===== config.mk =====
export PLATFORM = sky130hd
export DESIGN_NAME = sad_cell
export DESIGN_NICKNAME = d
export VERILOG_FILES = /design/src/rtl/sad_pkg.sv /design/src/rtl/sad_cell.sv
export SDC_FILE = /design/constraint.sdc
export NUM_CORES = 1
export LEC_CHECK = 0
export BUFFER_PORTS_ARGS = -buffer_cell sky130_fd_sc_hd__buf_2
export CORE_ASPECT_RATIO = 0.9
export CORE_MARGIN = 2
export CORE_UTILIZATION = 25
export DETAILED_ROUTE_END_ITERATION = 8
export GPL_ROUTABILITY_DRIVEN = 1
export GPL_TIMING_DRIVEN = 0
export SYNTH_ARGS = -nofsm -noshare
export SYNTH_HDL_FRONTEND = slang
export SYNTH_SLANG_ARGS = --single-unit
export TNS_END_PERCENT = 1

===== constraint.sdc =====
create_clock -name clk -period 6.5 [get_ports clk]
set_input_delay 1.3 -clock clk [delete_from_list [all_inputs] [get_ports clk]]
set_output_delay 1.3 -clock clk [all_outputs]
set_load 0.05 [all_outputs]

===== src/rtl/sad_pkg.sv =====
`timescale 1ns / 1ps
package sad_pkg;

	// Default sizes for the top-level parameters
	localparam int MAX_RADIUS_DEF    = 7;
	localparam int MAX_DISPARITY_DEF = 64;
	localparam int MAX_WIDTH_DEF     = 1024;

	// Fixed field widths
	localparam int PIX_W   = 8;
	localparam int COST_W  = 16;   // 255 * 225 fits
	localparam int ROW_W   = 12;   // row index 0..4095
	localparam int HGT_W   = 13;   // height value 1..4096
	localparam int MOD_W   = 4;    // remainder of row by 2r+1
	localparam int RAD_W   = 3;
	localparam int CNT_W   = 7;
	localparam int WID_W   = 11;
	localparam int CFG_W   = 13;
	localparam int CIDX_W  = 2;
	localparam int DISP_W  = 6;
	localparam int MAX_HEIGHT = 4096;

	// Configuration register indexes
	typedef enum logic [CIDX_W-1:0] {
		REG_RADIUS = 2'd0,
		REG_COUNT  = 2'd1,
		REG_WIDTH  = 2'd2,
		REG_HEIGHT = 2'd3
	} cfg_reg_t;

	// Input item kinds
	localparam logic ACT_PIXEL = 1'b0;
	localparam logic ACT_FLUSH = 1'b1;

	// Control broadcast to every cell of the chain
	typedef struct packed {
		logic clr;
		logic shift;
		logic acc;
		logic drain;
	} cell_ctrl_t;

endpackage


===== src/rtl/sad_cell.sv =====
`timescale 1ns / 1ps
// One disparity cell: holds a right pixel of the shift line and its window cost
module sad_cell (
	input  logic                        clk,
	input  sad_pkg::cell_ctrl_t         ctrl,
	input  logic [sad_pkg::PIX_W-1:0]   left_pixel,
	input  logic [sad_pkg::PIX_W-1:0]   right_in,
	output logic [sad_pkg::PIX_W-1:0]   right_out,
	input  logic [sad_pkg::COST_W-1:0]  cost_in,
	output logic [sad_pkg::COST_W-1:0]  cost_out
);
	logic [sad_pkg::PIX_W-1:0]   right_q;
	logic [sad_pkg::COST_W-1:0]  cost_q;
	logic [sad_pkg::PIX_W-1:0]   diff;

	// compare against the pixel arriving from the neighbor
	assign diff = (left_pixel > right_in) ? left_pixel - right_in : right_in - left_pixel;

	always_ff @(posedge clk) begin
		if (ctrl.shift) begin
			right_q <= right_in;
		end
		if (ctrl.clr) begin
			cost_q <= '0;
		end else if (ctrl.acc) begin
			cost_q <= cost_q + sad_pkg::COST_W'(diff);
		end else if (ctrl.drain) begin
			cost_q <= cost_in;
		end
	end

	assign right_out = right_q;
	assign cost_out  = cost_q;
endmodule


==> summary.md <==
| Metric | Value |
|---|---|
| Final wirelength | 4970 um |
| EDFF count, synth | 8 |
| Post-synthesis cell count | 226 |
| GRT Residual Overflow | 0 |
| Final hold vios | 0 |
| Ys Warns | 0 |
| GPL Wtd Cong | 0.847 |
| Period utilisation layout | 78.0% |
| CP max FO | 9 |
| Residual DRC | 0 |
| Rel. slew slack | 56.8% |
| Clk buf depth | 2 |
| Vias in the first global route | 1,774 |
| Postcts setup bufs | 0 |
| Max_cap viols | 0 |
| Static Leak | 1.19 nW |
| Worst min path class | register to register |
| Critical path endpoint category | register |
| Hold EP | cost_out[15] |
| Syn_area_per_cell | 8.86 um^2 |
| Async set-reset flop share out of synthesis | 0% |
| Worst VDD drop | 0.0951 mV |
| Largest cells by area after synthesis | dfxtp_1 16%, ha_1 16%, edfxtp_1 12% |
| Avg WL per Cell | 12.9 um |
| Hold_sp | cost_out[15] |
| Fillers | 821 |
| Pwr dens | 252 nW/um^2 |
| Worst R2R Setup Slack | 3.96 ns |
| Post-route ant nets | 0 |
| Placed cell area | 2420 um^2 |
| Post-synthesis cell type count | 41 |
| Total negative slack | 0 ns |
| Min Clock Period, post-route | 5.07 ns |
| Outcome | complete, no violations |
| # port buffers | 59 |
| Sequential element share of the synthesized area | 28.0% |
| CP startpoint kind | primary input |
| Crit path buffers/inverters | 3 |
| Share of cells above drive strength 1 | 24.2% |
| RR Endpoint | cost_out[14] |
| RSZ-0062 raised after global routing | false |
| CTS H-tree depth | 1 |
| Post-synth top flop | dfxtp_1 |
| Hold-fix buffers, CTS | 0 |
| Row count | 30 |
| Number of synthesized register bits | 24 |
| Hold Crit Depth | 3 |
| Inserted Diodes | 0 |
| Yosys top cell area share | 16.0% |
| Worst r2r path cells | 9 |
| Post-DR vias/cell | 4.73 |
| CP required | 6.71 ns |
| Post-route cell area | 2480 um^2 |
| Critical path type | primary input to register |
| Post-CTS sizing | 0 |
| CP max stage cell | o31ai_4 |
| # setup viols final | 0 |
| Largest net degree at the start of global routing | 15 |
| CTS tree | built |
| Crit-path leading delay family | compound AO/OA/AOI/OAI gates |
| Yosys top cell by area | dfxtp_1 |
| Die Span X | 98.3 um |
| Clock slew seen by the registers of the worst setup and hold paths | 0.10 ns |
| Cts bufs inserted | 3 |
| Worst r2r src | cost_out[0] |
| 1st-iter DRT viols | 70 |
| DRT Pass-1 Iters | 4 |
| Skew-Pair Late Insertion Delay | 0.27 ns |
| Netlist Area Pre-Place | 2000 um^2 |
| Worst Tran Pin Value | 0.649 ns |
| Worst hold margin | 0.592 ns |
| First-pass GRT wire length | 8000 um |
| Crit-path max cell delay | 0.54 ns |
| Initial Util | 26.1% |
| Dpl cells | 381 |
| Io pins | 61 |
| Util after Layout | 32.4% |
| Nets | 355 |
| Via count | 1,820 |
| Layout area overhead | 24.1% |
| Root buffer cell | clkbuf_8 |
| Initial antenna violation count | 0 |
| Fin Clk Skew | 0.00289 ns |
| CTS Sinks | 24 |
| Placed wire-length estimate | 4020 um |
| Crit-path cells | buf_2 -> inv_1 -> ha_1 -> inv_1 -> fa_1 -> nand3_1 -> a21oi_1 -> o31ai_4 -> mux2i_1 -> a31oi_1 -> nand2b_1 -> xnor2_1 -> ha_1 -> nand2_1 -> o21ai_0 -> a211oi_1 -> nor2_1 -> mux2_2 -> a21oi_1 |
| Final Slew Violations | 0 |
| Total track usage | 11.1% |
| Non-Filler Instances | 385 |
| WP data arrival | 5.28 ns |
| Syn Nets | 291 |
| Core area | 7660 um^2 |
| Die span in y | 88.9 um |
| Max Freq | 0.197 GHz |
| Die ar. | 8740 um^2 |
==> synthesized netlist by cell type, types with 2 or more instances <==
library cell,instances
a211oi_1,16
a21o_1,2
a21oi_1,13
a311oi_1,4
a31oi_1,2
and3_1,3
and4_1,2
clkbuf_1,6
dfxtp_1,16
edfxtp_1,8
fa_1,3
ha_1,25
inv_1,25
mux2_2,2
mux2i_1,11
nand2_1,6
nand2b_1,5
nand3_1,7
nor2_1,17
nor2b_1,7
nor3_1,6
nor4_1,2
o21ai_0,6
o21bai_1,5
xnor2_1,9
xor2_1,3
==> routing by layer <==
metal  up-vias  global-route usage (%)  part of all wire (%)
li1        943                       -                     -
met1       844                    14.5                    47
met2        29                    19.0                    47
met3         4                    2.66                   4.7
met4         0                    2.62                   1.0
met5         -                       0                     0
==> logic make-up after synthesis <==
group,count (synthesis),synth area share [%]
AO/OA/AOI/OAI,54,18.7
XOR/XNOR,12,5.25
adder cells (fa/ha/maj),28,18.6
buffers and inverters,33,6.19
flip-flops,24,28.0
multiplexers,13,6.63
AND/OR/NAND/NOR,62,16.6
==> worst register-to-register path, cell delays in order, from the launching register on <==
cell and delay, ns:
dfxtp_1 0.34, ha_1 0.23, fa_1 0.42, a21o_1 0.18, a21oi_1 0.22, o21ai_0 0.20
a211oi_1 0.28, nor2_1 0.16, a311oi_1 0.29, a2111oi_0 0.09
==> worst max path at each step <==
stage          slack (ns)          start            to  cells past startpoint
3_3_place_gp         1.19  left_pixel[0]   cost_out[8]                     19
5_1_grt              0.90  left_pixel[0]  cost_out[14]                     19
4_1_cts              1.42  left_pixel[0]   cost_out[8]                     19
2_1_floorplan        1.79  left_pixel[0]   cost_out[8]                     18
3_5_place_dp         1.14  left_pixel[0]   cost_out[8]                     19
6_report             1.43  left_pixel[0]   cost_out[8]                     19
==> cell type report <==
cell class	instances	area [um^2]	area share, %
plain buffers	7	26.3	1.06
clock buffers	4	66.3	2.67
inverters	26	97.6	3.93
multi-input cells	169	1320	53.0
flip-flops and latches	24	561	22.6
well taps	96	120	4.84
repair buffers	59	295	11.9
==> where the power goes <==
part / total (W) / leakage (nW) / internal, W / switching (W)
Sequential: 0.000189 / 0.211 / 0.000174 / 0.0000149
Combinational: 0.000314 / 0.941 / 0.000117 / 0.000196
Clock: 0.000123 / 0.0339 / 0.0000670 / 0.0000556
==> flip-flops by register name (all words and copies together) (netlist names) <==
name and flops:
right_out 8, cost_out 16
==> layout by cell type, fill, tap and decap left out, types with 2 or more instances in the layout <==
| cell | netlist | routed |
|---|---|---|
| clkbuf_1 | 6 | 6 |
| mux2i_1 | 11 | 11 |
| o21ai_0 | 6 | 6 |
| nor4_1 | 2 | 2 |
| buf_2 | 0 | 59 |
| o21bai_1 | 5 | 5 |
| nand2b_1 | 5 | 5 |
| ha_1 | 25 | 25 |
| a21o_1 | 2 | 2 |
| fa_1 | 3 | 3 |
| a311oi_1 | 4 | 4 |
| a211oi_1 | 16 | 16 |
| dfxtp_1 | 16 | 16 |
| edfxtp_1 | 8 | 8 |
| a31oi_1 | 2 | 2 |
| nor2b_1 | 7 | 7 |
| nand2_1 | 6 | 6 |
| and4_1 | 2 | 2 |
| nor2_1 | 17 | 17 |
| nand3_1 | 7 | 7 |
| inv_1 | 25 | 25 |
| xnor2_1 | 9 | 9 |
| a21oi_1 | 13 | 13 |
| clkbuf_8 | 0 | 3 |
| nor3_1 | 6 | 6 |
| xor2_1 | 3 | 3 |
| mux2_2 | 2 | 2 |
| and3_1 | 3 | 3 |
==> through the flow <==
stage / setup slack, ns / power, W
4_1_cts: 1.42 / 0.000631
3_5_place_dp: 1.14 / 0.000508
6_report: 1.43 / 0.000626
2_1_floorplan: 1.79 / 0.000435
3_3_place_gp: 1.19 / 0.000502
5_1_grt: 0.904 / 0.000673
Power figures use the tool's default switching activity.
