==> src/rtl/sad_pkg.sv <==
`timescale 1ns / 1ps
package sad_pkg;

	// Default sizes for the top-level parameters
	localparam int MAX_RADIUS_DEF    = 7;
	localparam int MAX_DISPARITY_DEF = 64;
	localparam int MAX_WIDTH_DEF     = 1024;

	// Fixed field widths
	localparam int PIX_W   = 8;
	localparam int COST_W  = 16;   // 255 * 225 fits
	localparam int ROW_W   = 12;   // row index 0..4095
	localparam int HGT_W   = 13;   // height value 1..4096
	localparam int MOD_W   = 4;    // remainder of row by 2r+1
	localparam int RAD_W   = 3;
	localparam int CNT_W   = 7;
	localparam int WID_W   = 11;
	localparam int CFG_W   = 13;
	localparam int CIDX_W  = 2;
	localparam int DISP_W  = 6;
	localparam int MAX_HEIGHT = 4096;

	// Configuration register indexes
	typedef enum logic [CIDX_W-1:0] {
		REG_RADIUS = 2'd0,
		REG_COUNT  = 2'd1,
		REG_WIDTH  = 2'd2,
		REG_HEIGHT = 2'd3
	} cfg_reg_t;

	// Input item kinds
	localparam logic ACT_PIXEL = 1'b0;
	localparam logic ACT_FLUSH = 1'b1;

	// Control broadcast to every cell of the chain
	typedef struct packed {
		logic clr;
		logic shift;
		logic acc;
		logic drain;
	} cell_ctrl_t;

endpackage

==> src/rtl/sad_mod.sv <==
`timescale 1ns / 1ps
// Bit-serial remainder of a row number by the window side, one bit per cycle
module sad_mod (
	input  logic                        clk,
	input  logic                        arst_n,
	input  logic                        start,
	input  logic [sad_pkg::ROW_W-1:0]   dividend,
	input  logic [sad_pkg::MOD_W-1:0]   divisor,
	output logic                        done,
	output logic [sad_pkg::MOD_W-1:0]   rem
);
	localparam int CW = $clog2(sad_pkg::ROW_W);

	logic                        busy_q;
	logic                        done_q;
	logic [CW-1:0]               cnt_q;
	logic [sad_pkg::ROW_W-1:0]   num_q;
	logic [sad_pkg::MOD_W-1:0]   rem_q;
	logic [sad_pkg::MOD_W-1:0]   div_q;
	logic [sad_pkg::MOD_W:0]     shifted;
	logic [sad_pkg::MOD_W:0]     reduced;

	// restoring step: bring in next bit, subtract when it fits
	assign shifted = {rem_q, num_q[sad_pkg::ROW_W-1]};
	assign reduced = (shifted >= {1'b0, div_q}) ? shifted - {1'b0, div_q} : shifted;

	always_ff @(posedge clk or negedge arst_n) begin
		if (!arst_n) begin
			busy_q <= 1'b0;
			done_q <= 1'b0;
			cnt_q  <= '0;
		end else begin
			done_q <= 1'b0;
			if (start) begin
				busy_q <= 1'b1;
				cnt_q  <= '0;
			end else if (busy_q) begin
				if (cnt_q == CW'(sad_pkg::ROW_W - 1)) begin
					busy_q <= 1'b0;
					done_q <= 1'b1;
				end else begin
					cnt_q <= cnt_q + 1'b1;
				end
			end
		end
	end

	// datapath
	always_ff @(posedge clk) begin
		if (start) begin
			num_q <= dividend;
			rem_q <= '0;
			div_q <= divisor;
		end else if (busy_q) begin
			num_q <= num_q << 1;
			rem_q <= reduced[sad_pkg::MOD_W-1:0];
		end
	end

	assign done = done_q;
	assign rem  = rem_q;
endmodule

==> config.mk <==
export PLATFORM = sky130hd
export DESIGN_NAME = sad_mod
export DESIGN_NICKNAME = d
export VERILOG_FILES = /design/src/rtl/sad_pkg.sv /design/src/rtl/sad_mod.sv
export SDC_FILE = /design/constraint.sdc
export NUM_CORES = 1
export LEC_CHECK = 0
export BUFFER_PORTS_ARGS = -buffer_cell sky130_fd_sc_hd__buf_2
export CORE_AREA = 3 3 55 62
export DETAILED_ROUTE_END_ITERATION = 7
export DIE_AREA = 0 0 58 65
export PLACE_DENSITY = 0.68
export SETUP_SLACK_MARGIN = 0.02
export SYNTH_ARGS = -nofsm -noshare
export SYNTH_HDL_FRONTEND = slang
export SYNTH_SLANG_ARGS = --single-unit
==> constraint.sdc <==
create_clock -name clk -period 1.6 [get_ports clk]
set_input_delay 0.24 -clock clk [delete_from_list [all_inputs] [get_ports clk]]
set_output_delay 0.24 -clock clk [all_outputs]
set_load 0.01 [all_outputs]
==> key figures, run 1 <==
Outcome
  • Status: complete, but fails checks
  • Failing checks: setup timing

Worst setup path
  • CP required: 1.84 ns
  • Worst path arrival time: ~1.9 ns
  • FF-to-FF path depth: 5
  • Worst Setup Start Kind: flip-flop
  • CP Class: reg -> reg
  • CP Max Fanout: 2
  • CP Capture Type: flip-flop

Timing
  • Final hold vios: 0
  • Final worst setup slack: -0.0441 ns
  • RSZ-0062 raised after global routing: yes
  • Worst Tran Pin Value: between 0.4 and 0.5 ns
  • Slew Viols, Final: 0
  • Hold slack: 0.0833 ns
  • Final setup violation count: 4
  • Worst Skew: 0.00624 ns
  • Relative slew slack: 71.5%
  • Final Cycle Share: 103%
  • Fmax: between 600 and 700 MHz
  • Post-layout min period: 1.64 ns

Clock tree
  • Total CTS buffers: 3
  • CTS max path bufs: 2
  • Clk slew on worst S/H paths: 0.14 ns
  • TritonCTS clock tree: done
  • Clk_lat worst skew: 0.32 ns
  • Root buffer selected by CTS: clkbuf_4
  • Clock sinks: 26
  • H-tree depth: 1

Cells and area
  • Ant. Diodes: 0
  • Area growth syn-to-layout: 24.2%
  • Area of the multi-input gates: 553 µm²
  • Number of fill cells: 246
  • Reg area: 711 µm²
  • Fraction of layout instances using a drive strength above 1: 37.3%
  • Final Net Count: 168

Routing
  • Length of the first detailed-routing pass in iterations: 4
  • Total number of vias: 960
  • Residual DRC: 0
  • Vias per inst: 5.49
  • Drt wl/cell: 13.4 µm
  • Final WL: 2350 µm
  • ANT nets after route: 0
  • Drt first-iter violations: 11

GRT
  • Antenna violations before repair: 0
  • Largest net degree at the start of global routing: 18
  • Tot GR Track Use: 13.5%
  • Overflow after GRT: 0
  • Vias in the first global route: between 900 and 1,000
  • First-pass GRT wire length: 3960 µm

Logic synthesis
  • Most used flip-flop cell after synthesis: edfxtp_1
  • Post-synthesis cell area: 1280 µm²
  • Yosys warning count: 0
  • Synth Net Count: 132
  • Cell count after synthesis: 107
  • Synth cell types: 36
  • EDFF count, synth: 16
  • Sequential share of the synthesized area: 55.6%
  • Avg Cell Area, Syn: 12.0 µm²
  • Async SR Flop Fraction: 23.1%
  • Register bit total from synthesis: 26

Floorplanning
  • Die width: 58 µm
  • Die area: ~3800 µm²
  • Core box area: 2800 µm²
  • IO Pins: 24
  • Starting density of the core: 45.6%
  • Die Span Y: roughly 65 µm
  • Row cnt: 20

Job
  • Maxcap violations: 0

Placement
  • Routability cong.: 0.820
  • Post-placement setup slack: -0.0574 ns
  • Input/output buffers: 23
  • Hpwl dp: 1790 µm

Min path
  • Hold path cells: 1
  • Worst hold path type: in -> reg

Power
  • PwrDens: 1300 nW/µm²
  • Total leakage power: 0.703 nW
  • Maximum VDD drop: just under 0.0007 V
  • Power, Total: between 2 and 2.5 mW
## synth_stat cells (all sizes together), types with 2 or more instances
library cell   n  area share (%)
nor4           2            0.98
inv            8             2.3
ha             5             4.9
xor2           2             1.4
clkbuf         2            0.59
a311oi         2             1.4
nor3           3             1.2
a21oi          6             2.6
nand3          3             1.2
edfxtp        16              38
o211ai         2             1.2
and2           2            0.98
dfxtp          4             6.3
mux2          11             9.7
o21ai          2            0.78
nand3b         4             2.3
nand2          5             1.5
dfrtp          6              12
nor2           9             2.8
## area by class of cell
class                      instances  area share (%)
sequential                        26            44.8
multi-input combinational         70            34.8
timing repair buffer              34            12.6
tap                               33            2.60
clock inverter                     1            1.89
inverter                           8            1.89
clock buffer                       3            1.42
## cell usage in the layout (no fill, tap or decap), drive strengths merged, types with 2 or more instances in the layout
cell / instances
and2: 2
nor4: 2
edfxtp: 16
mux2: 11
inv: 8
o21ai: 2
a21oi: 6
dfrtp: 6
ha: 5
nand3b: 4
xor2: 2
buf: 33
nor3: 3
dfxtp: 4
nor2: 9
a311oi: 2
nand3: 3
o211ai: 2
nand2: 5
clkbuf: 3
## cells by family (layout without fill, tap and decap cells)
kind of cell / after synthesis / in the layout / synth area share [%]
xor gates and xnor gates: 2 / 2 / 1.37
and+or+nand+nor: 35 / 35 / 14.9
DFF: 26 / 26 / 55.6
muxes: 11 / 11 / 9.69
AOI/OAI and AO/OA: 16 / 16 / 8.71
adders and majority gates: 6 / 6 / 6.46
buffers and inverters: 11 / 46 / 3.33
## what timing repair did
action / CTS / global route
hold buffers: 1 / 0
gates resized for setup: 4 / 2
endpoints found under the hold margin: 6 / 0
buffers inserted: 1 / 0
pin swaps: 3 / 2
setup endpoints to repair: 4 / 4
## stage by stage
step                std cells  area (µm²)  utilization [%]  TNS [ns]
global route              175        1590             56.7    -0.413
detailed placement        169        1510             53.7    -0.146
finish                    175        1590             56.7   -0.0841
CTS                       175        1580             56.4    -0.134
global placement          169        1510             53.7   -0.0304
floorplan                 107        1290                -         0
## worst max-delay path: stages (launching register included)
cell and delay, ns:
edfxtp_1 0.44, ha_4 0.26, or3b_4 0.39, a21oi_4 0.13, o211ai_1 0.09, a311oi_1 0.26
## sequential cells by signal, indices dropped and copies added (netlist names)
name	cells
busy_q	1
cnt_q	4
div_q	4
done	1
num_q	12
rem	4
## power breakdown
| part | internal [mW] | total [mW] | switching (mW) |
|---|---|---|---|
| logic | 0.373 | 0.749 | 0.376 |
| registers | 0.805 | 0.866 | 0.0603 |
| clock network | 0.253 | 0.448 | 0.195 |
| total | 1.43 | 2.06 | 0.631 |
## path summary, 6_finish.rpt
path | from | end | slack, ns
min in group asynchronous | arst_n | cnt_q[3]$_DFFE_PN0P_ | 0.26
worst max register to register | div_q[0]$_DFFE_PP_ | rem[0]$_SDFFE_PP0P_ | -0.04
max in group asynchronous | arst_n | cnt_q[0]$_DFFE_PN0P_ | 1.20
worst min register to register | rem[2]$_SDFFE_PP0P_ | rem[2]$_SDFFE_PP0P_ | 0.53
worst min-delay path | divisor[0] | div_q[0]$_DFFE_PP_ | 0.08
worst max-delay path | div_q[0]$_DFFE_PP_ | rem[0]$_SDFFE_PP0P_ | -0.04
## per-layer routing
layer	vias up	track usage (%)	wire, µm
li1	463	-	-
met1	472	17.3	1010
met2	23	22.7	1230
met3	2	1.99	100
met4	0	4.93	13
met5	-	0	0
No activity file was read; power rests on OpenSTA's default activity.
==> run 2, diff against run 1 <==
--- a/config.mk
+++ b/config.mk
@@ -6,10 +6,11 @@
 export NUM_CORES = 1
 export LEC_CHECK = 0
 export BUFFER_PORTS_ARGS = -buffer_cell sky130_fd_sc_hd__buf_2
-export CORE_AREA = 3 3 55 62
+export CAP_MARGIN = 20
+export CORE_AREA = 3 3 54 61
 export DETAILED_ROUTE_END_ITERATION = 7
-export DIE_AREA = 0 0 58 65
-export PLACE_DENSITY = 0.68
+export DIE_AREA = 0 0 57 64
+export PLACE_DENSITY = 0.7
 export SETUP_SLACK_MARGIN = 0.02
 export SYNTH_ARGS = -nofsm -noshare
 export SYNTH_HDL_FRONTEND = slang
==> key figures, run 2 (synthesized netlist as in run 1, its figures left out) <==
Cells and area
  • Reg area: approximately 710 µm²
  • Fraction of layout instances using a drive strength above 1: 35.0%
  • Max FFs per register: 12
  • Top reg by flops: num_q
  • Commonest non-fill, non-tap cell in the layout: buf_2
  • Final Net Count: 166
  • Final Instance Area: between 1500 and 2000 µm²
  • Area of the multi-input gates: 551 µm²
  • Most frequent cells in the layout: buf_2 (23), edfxtp_1 (16), mux2_2 (8), nor2_1 (8), buf_4 (8)
  • Util after Layout: 56.1%
  • Number of fill cells: 250
  • Area growth syn-to-layout: 20.7%
  • Ant. Diodes: 0

Placement
  • Hpwl dp: around 1600 µm
  • Routability cong.: 0.837
  • Input/output buffers: 23
  • Placed inst area: 1480 µm²
  • Post-placement setup slack: -0.0574 ns

Floorplanning
  • Die area: 3650 µm²
  • Starting density of the core: 46.5%
  • Die width: 57 µm
  • IO Pins: 24
  • Die Span Y: 64 µm
  • Row cnt: 20
  • Core box area: 2750 µm²

Timing
  • Worst Tran Pin Value: between 0.5 and 0.6 ns
  • RSZ-0062 raised after global routing: yes
  • Final setup violation count: 3
  • Relative slew slack: 66.3%
  • Fmax: approximately 600 MHz
  • Final worst setup slack: -0.0670 ns
  • Slew Viols, Final: 0
  • Post-layout min period: 1.67 ns
  • Worst Skew: roughly 0.0024 ns
  • Setup TNS: -0.136 ns
  • Final hold vios: 0
  • Hold slack: 0.0910 ns
  • Final Cycle Share: 104%

Routing
  • Total number of vias: 894
  • Drt wl/cell: 12.9 µm
  • Met3 WL post-DR: between 100 and 150 µm
  • ANT nets after route: 0
  • Residual DRC: 0
  • Drt first-iter violations: 33
  • Metal2 WL: around 1100 µm
  • Vias per inst: 5.17
  • Met1 WL: ~1000 µm
  • Max Used Layer: met3
  • Length of the first detailed-routing pass in iterations: 4
  • Final WL: 2230 µm

GRT
  • First-pass GRT wire length: slightly below 4000 µm
  • Largest net degree at the start of global routing: 28
  • Tot GR Track Use: 13.4%
  • Vias in the first global route: 905
  • Antenna violations before repair: 0
  • Overflow after GRT: 0

Worst setup path
  • FF-to-FF path depth: 5
  • CP required: 1.83 ns
  • CP Class: reg -> reg
  • Worst path arrival time: about 1.9 ns
  • Worst Setup Start Kind: flip-flop
  • CP Capture Type: flip-flop
  • CP Max Fanout: 2

Clock tree
  • H-tree depth: 1
  • CTS max path bufs: 2
  • Clock sinks: 26
  • Total CTS buffers: 3
  • TritonCTS clock tree: done
  • Clk_lat worst skew: 0.31 ns
  • Root buffer selected by CTS: clkbuf_4
  • Clk slew on worst S/H paths: 0.14 ns

Power
  • Sequential share of power: about 47%
  • Total leakage power: around 0.68 nW
  • Sw Share: 33.0%
  • Comb power frac: ~38%
  • Maximum VDD drop: between 0.0006 and 0.0007 V
  • Internal power: 1.24 mW
  • Sw Pwr: 0.611 mW
  • Clk network pwr share: about 15%
  • PwrDens: 1200 nW/µm²

Outcome
  • Failing checks: setup timing
  • Status: complete, but fails checks

Job
  • Maxcap violations: 0

Min path
  • Hold path cells: 1
  • Worst hold path type: in -> reg
[run 2: changes by cell type in the layout (fill, tap and decap cells not counted)]
cell | previous run | this run
buf_4 | 10 | 8
o21ai_1 | 2 | 1
and2_4 | 1 | 0
and2_1 | 1 | 2
bufinv_16 | 1 | 0
clkinv_1 | 0 | 1
o21ai_0 | 0 | 1
[run 2: layer usage]
layer | GRT usage [%] | vias up
met5 | 0 | -
met1 | 19.4 | 410
li1 | - | 458
met3 | 2.63 | 0
met4 | 2.61 | 0
met2 | 20.9 | 26
[run 2: worst paths after layout]
path / end / slack, ns / from
max: rem[1]$_SDFFE_PP0P_ / -0.07 / div_q[0]$_DFFE_PP_
min: div_q[2]$_DFFE_PP_ / 0.09 / divisor[2]
max reg2reg: rem[1]$_SDFFE_PP0P_ / -0.07 / div_q[0]$_DFFE_PP_
min reg2reg: done$_DFF_PN0_ / 0.52 / cnt_q[2]$_DFFE_PN0P_
max in group asynchronous: cnt_q[3]$_DFFE_PN0P_ / 1.21 / arst_n
min in group asynchronous: busy_q$_DFF_PN0_ / 0.26 / arst_n
[run 2: critical path, cell delays in order (launching register included)]
cell and delay (ns):
edfxtp_1 0.44, ha_4 0.26, or3b_4 0.39, a21oi_4 0.15, o211ai_1 0.11, a311oi_1 0.25
[run 2: area by class of cell]
cell class,count,share of cell area [%]
multi-input cells,70,35.7
repair buffers,32,12.0
clock inverters,1,0.243
flip-flops and latches,26,46.0
well taps,33,2.67
clock buffers,3,1.46
inverters,8,1.94
[run 2: metrics by stage]
| step | total power [mW] | cells |
|---|---|---|
| floorplan | 1.34 | 107 |
| global placement | 1.53 | 166 |
| detailed placement | 1.54 | 166 |
| CTS | 1.84 | 173 |
| global route | 1.99 | 173 |
| finish | 1.85 | 173 |
[run 2: what timing repair did]
action | CTS | global route
hold buffers | 1 | 0
pin swaps | 3 | 3
hold endpoints to repair | 6 | 0
gates resized for setup | 2 | 2
endpoints found under the setup margin | 4 | 4
setup buffers | 2 | 0
cloned | 0 | 0
[run 2: power groups by stage]
| stage | Clock, mW | Combinational, mW | Sequential [mW] |
|---|---|---|---|
| floorplan | 0 | 0.438 | 0.898 |
| global placement | 0 | 0.650 | 0.882 |
| detailed placement | 0 | 0.659 | 0.885 |
| CTS | 0.294 | 0.678 | 0.870 |
| global route | 0.311 | 0.793 | 0.883 |
| finish | 0.278 | 0.704 | 0.871 |
==> run 3, diff against run 2 <==
--- a/config.mk
+++ b/config.mk
@@ -5,12 +5,13 @@
 export SDC_FILE = /design/constraint.sdc
 export NUM_CORES = 1
 export LEC_CHECK = 0
+export ABC_AREA = 1
 export BUFFER_PORTS_ARGS = -buffer_cell sky130_fd_sc_hd__buf_2
 export CAP_MARGIN = 20
 export CORE_AREA = 3 3 54 61
 export DETAILED_ROUTE_END_ITERATION = 7
 export DIE_AREA = 0 0 57 64
-export PLACE_DENSITY = 0.7
+export PLACE_DENSITY = 0.73
 export SETUP_SLACK_MARGIN = 0.02
 export SYNTH_ARGS = -nofsm -noshare
 export SYNTH_HDL_FRONTEND = slang
==> key figures, run 3 <==
GRT
  • Tot GR Track Use: 13.6%
  • Largest net degree at the start of global routing: 15
  • Vias in the first global route: just under 900
  • First-pass GRT wire length: 3880 µm
  • Antenna violations before repair: 0
  • Overflow after GRT: 0

Floorplanning
  • Starting density of the core: 48.6%
  • Core box area: 2750 µm²
  • Die area: roughly 3600 µm²
  • Row cnt: 20
  • IO Pins: 24
  • Die width: 57 µm
  • Die Span Y: 64 µm

Routing
  • Residual DRC: 0
  • Drt first-iter violations: 25
  • ANT nets after route: 0
  • Vias per inst: between 4 and 5
  • Drt wl/cell: roughly 11 µm
  • Final WL: around 2200 µm
  • Length of the first detailed-routing pass in iterations: 4
  • Total number of vias: 953

Clock tree
  • Clk_lat worst skew: 0.32 ns
  • CTS max path bufs: 2
  • Root buffer selected by CTS: clkbuf_4
  • Clk slew on worst S/H paths: 0.13 ns
  • TritonCTS clock tree: done
  • Clock sinks: 26
  • Total CTS buffers: 3
  • H-tree depth: 1
  • Setup Fix Bufs, Post-CTS: 0

Power
  • Clk network pwr share: 15.2%
  • Comb power frac: between 30% and 40%
  • Maximum VDD drop: 0.000668 V
  • Total leakage power: 0.777 nW
  • Sw Share: a little over a third
  • Sequential share of power: 49.6%
  • PwrDens: around 1200 nW/µm²
  • Internal power: 1.22 mW
  • Power, Total: around 1.9 mW
  • Sw Pwr: 0.667 mW

Cells and area
  • Area growth syn-to-layout: 14.1%
  • Top reg by flops: num_q
  • Ant. Diodes: 0
  • Number of fill cells: 270
  • Fraction of layout instances using a drive strength above 1: 28.1%
  • Commonest non-fill, non-tap cell in the layout: nand2_1
  • Max FFs per register: 12
  • Final Net Count: 193
  • Most frequent cells in the layout: nand2_1 (56), buf_2 (23), edfxtp_1 (16)

Timing
  • Final hold vios: 0
  • Post-layout min period: 1.47 ns
  • Final Cycle Share: a little over 90%
  • Setup TNS: 0 ns
  • Relative slew slack: 80.0%
  • Fmax: 680 MHz
  • Slew Viols, Final: 0
  • Worst Tran Pin Value: 0.300 ns
  • RSZ-0062 raised after global routing: no
  • Final setup violation count: 0
  • Final worst setup slack: 0.129 ns
  • Worst Skew: about 0.0022 ns

Worst setup path
  • CP Class: reg -> reg
  • CP Capture Type: flip-flop
  • CP required: 1.88 ns
  • CP Max Fanout: 2
  • Worst R2R End: rem[1]$_SDFFE_PP0P_
  • Reg2Reg Launch Point: num_q[11]$_DFFE_PP_
  • Crit path launch: num_q[11]$_DFFE_PP_
  • Worst path arrival time: 1.75 ns
  • Worst Setup Start Kind: flip-flop
  • Reg2Reg Setup Slack: 0.13 ns
  • FF-to-FF path depth: 8
  • Critical path destination: rem[1]$_SDFFE_PP0P_

Logic synthesis
  • Post-synthesis mux area share: 0%
  • Xor and xnor area share after synthesis: ~1.3%
  • Top cells by area, synth: edfxtp_1 (36%), nand2_1 (16%), dfrtp_1 (11%), dfxtp_1 (6.0%), nand3_1 (4.9%)
  • Avg Cell Area, Syn: roughly 9.6 µm²
  • EDFF count, synth: 16
  • Register bit total from synthesis: 26
  • Synth Net Count: roughly 170
  • Post-synth top area share: 35.9%
  • Adder-cell share of the synthesized area: roughly 6%
  • Post-synthesis cell area: 1340 µm²
  • Cell count after synthesis: 140
  • Compound-gate portion of the synthesized area: 2.99%
  • Simple-gate share of the synthesized area: between 30 and 40%
  • Count leader, synth: nand2_1
  • Sequential share of the synthesized area: between 50% and 60%
  • Main combinational cell family by area after synthesis: simple AND/OR/NAND/NOR gates
  • Yosys warning count: 0
  • Largest area contributor in the netlist: edfxtp_1
  • Most used flip-flop cell after synthesis: edfxtp_1
  • Async SR Flop Fraction: 23.1%
  • Synth cell types: 25
  • Synth cell count leaders: nand2_1 (56), edfxtp_1 (16), inv_1 (13), nand3_1 (13), dfrtp_1 (6)

Min path
  • Worst hold path type: in -> reg

Job
  • Maxcap violations: 0

Placement
  • Routability cong.: a little under 0.8
  • Input/output buffers: 23
  • Post-placement setup slack: 0.0906 ns
  • Hpwl dp: 1720 µm

Outcome
  • Status: completed
==> run 3: cells by family (layout without fill, tap and decap cells) <==
group | Yosys count | count (layout)
simple gates | 81 | 81
xor+xnor | 2 | 2
fa+ha+maj | 6 | 6
flops | 26 | 26
compound gates | 5 | 5
buf+inv | 20 | 47
==> run 3: worst max-delay path, stage by stage (launching register included) <==
cell,delay (ns)
edfxtp_1,0.40
inv_2,0.07
ha_1,0.15
inv_1,0.07
fa_2,0.52
inv_1,0.05
nand2_1,0.06
nand3_1,0.06
nand2_1,0.06
==> run 3: routing by layer <==
metal  routed length (µm)  global-route usage, %  share of wire, %  vias to the layer above
met2                 1120                   22.3                51                       21
li1                     -                      -                 -                      501
met3                  103                   2.83               4.7                        4
met5                    0                      0                 0                        -
met4                   40                   7.54               1.8                        0
met1                  911                   16.6                42                      427
==> run 3: through the flow <==
step	hold WS (ns)	util, %	instances	area, µm²
after floorplan	-0.0556	-	140	1340
after global placement	0.0681	54.1	195	1490
after detailed placement	0.0737	54.1	195	1490
after CTS	0.0721	55.4	200	1530
after global routing	0.0524	55.5	200	1530
final	0.0856	55.5	200	1530
==> run 3: area by class of cell <==
cell class / instances / area, µm² / share of cell area, %
multi-input combinational: 94 / 546 / 35.7
tap: 33 / 41.3 / 2.70
inverter: 17 / 63.8 / 4.18
timing repair buffer: 26 / 140 / 9.17
sequential: 26 / 711 / 46.5
clock buffer: 4 / 26.3 / 1.72
==> run 3: power groups by stage <==
stage | Clock (mW) | Sequential (mW) | Combinational (mW)
floorplan | 0 | 0.947 | 0.497
global placement | 0 | 0.940 | 0.635
detailed placement | 0 | 0.948 | 0.668
CTS | 0.298 | 0.934 | 0.671
global route | 0.330 | 0.954 | 0.751
finish | 0.286 | 0.935 | 0.664
==> run 3: worst min path at each step <==
stage	start	to	slack (ns)	depth (start not counted)
6_report	divisor[3]	div_q[3]$_DFFE_PP_	0.09	1
4_1_cts	divisor[1]	div_q[1]$_DFFE_PP_	0.07	1
3_3_place_gp	arst_n	cnt_q[3]$_DFFE_PN0P_	0.07	1
2_1_floorplan	arst_n	busy_q$_DFF_PN0_	-0.06	0
3_5_place_dp	arst_n	cnt_q[0]$_DFFE_PN0P_	0.07	1
5_1_grt	divisor[2]	div_q[2]$_DFFE_PP_	0.05	1
==> run 3: what timing repair did <==
item,in CTS,in global routing
hold endpoints to repair,6,0
setup endpoints to repair,0,1
resized for setup,0,2
hold buffers,1,0
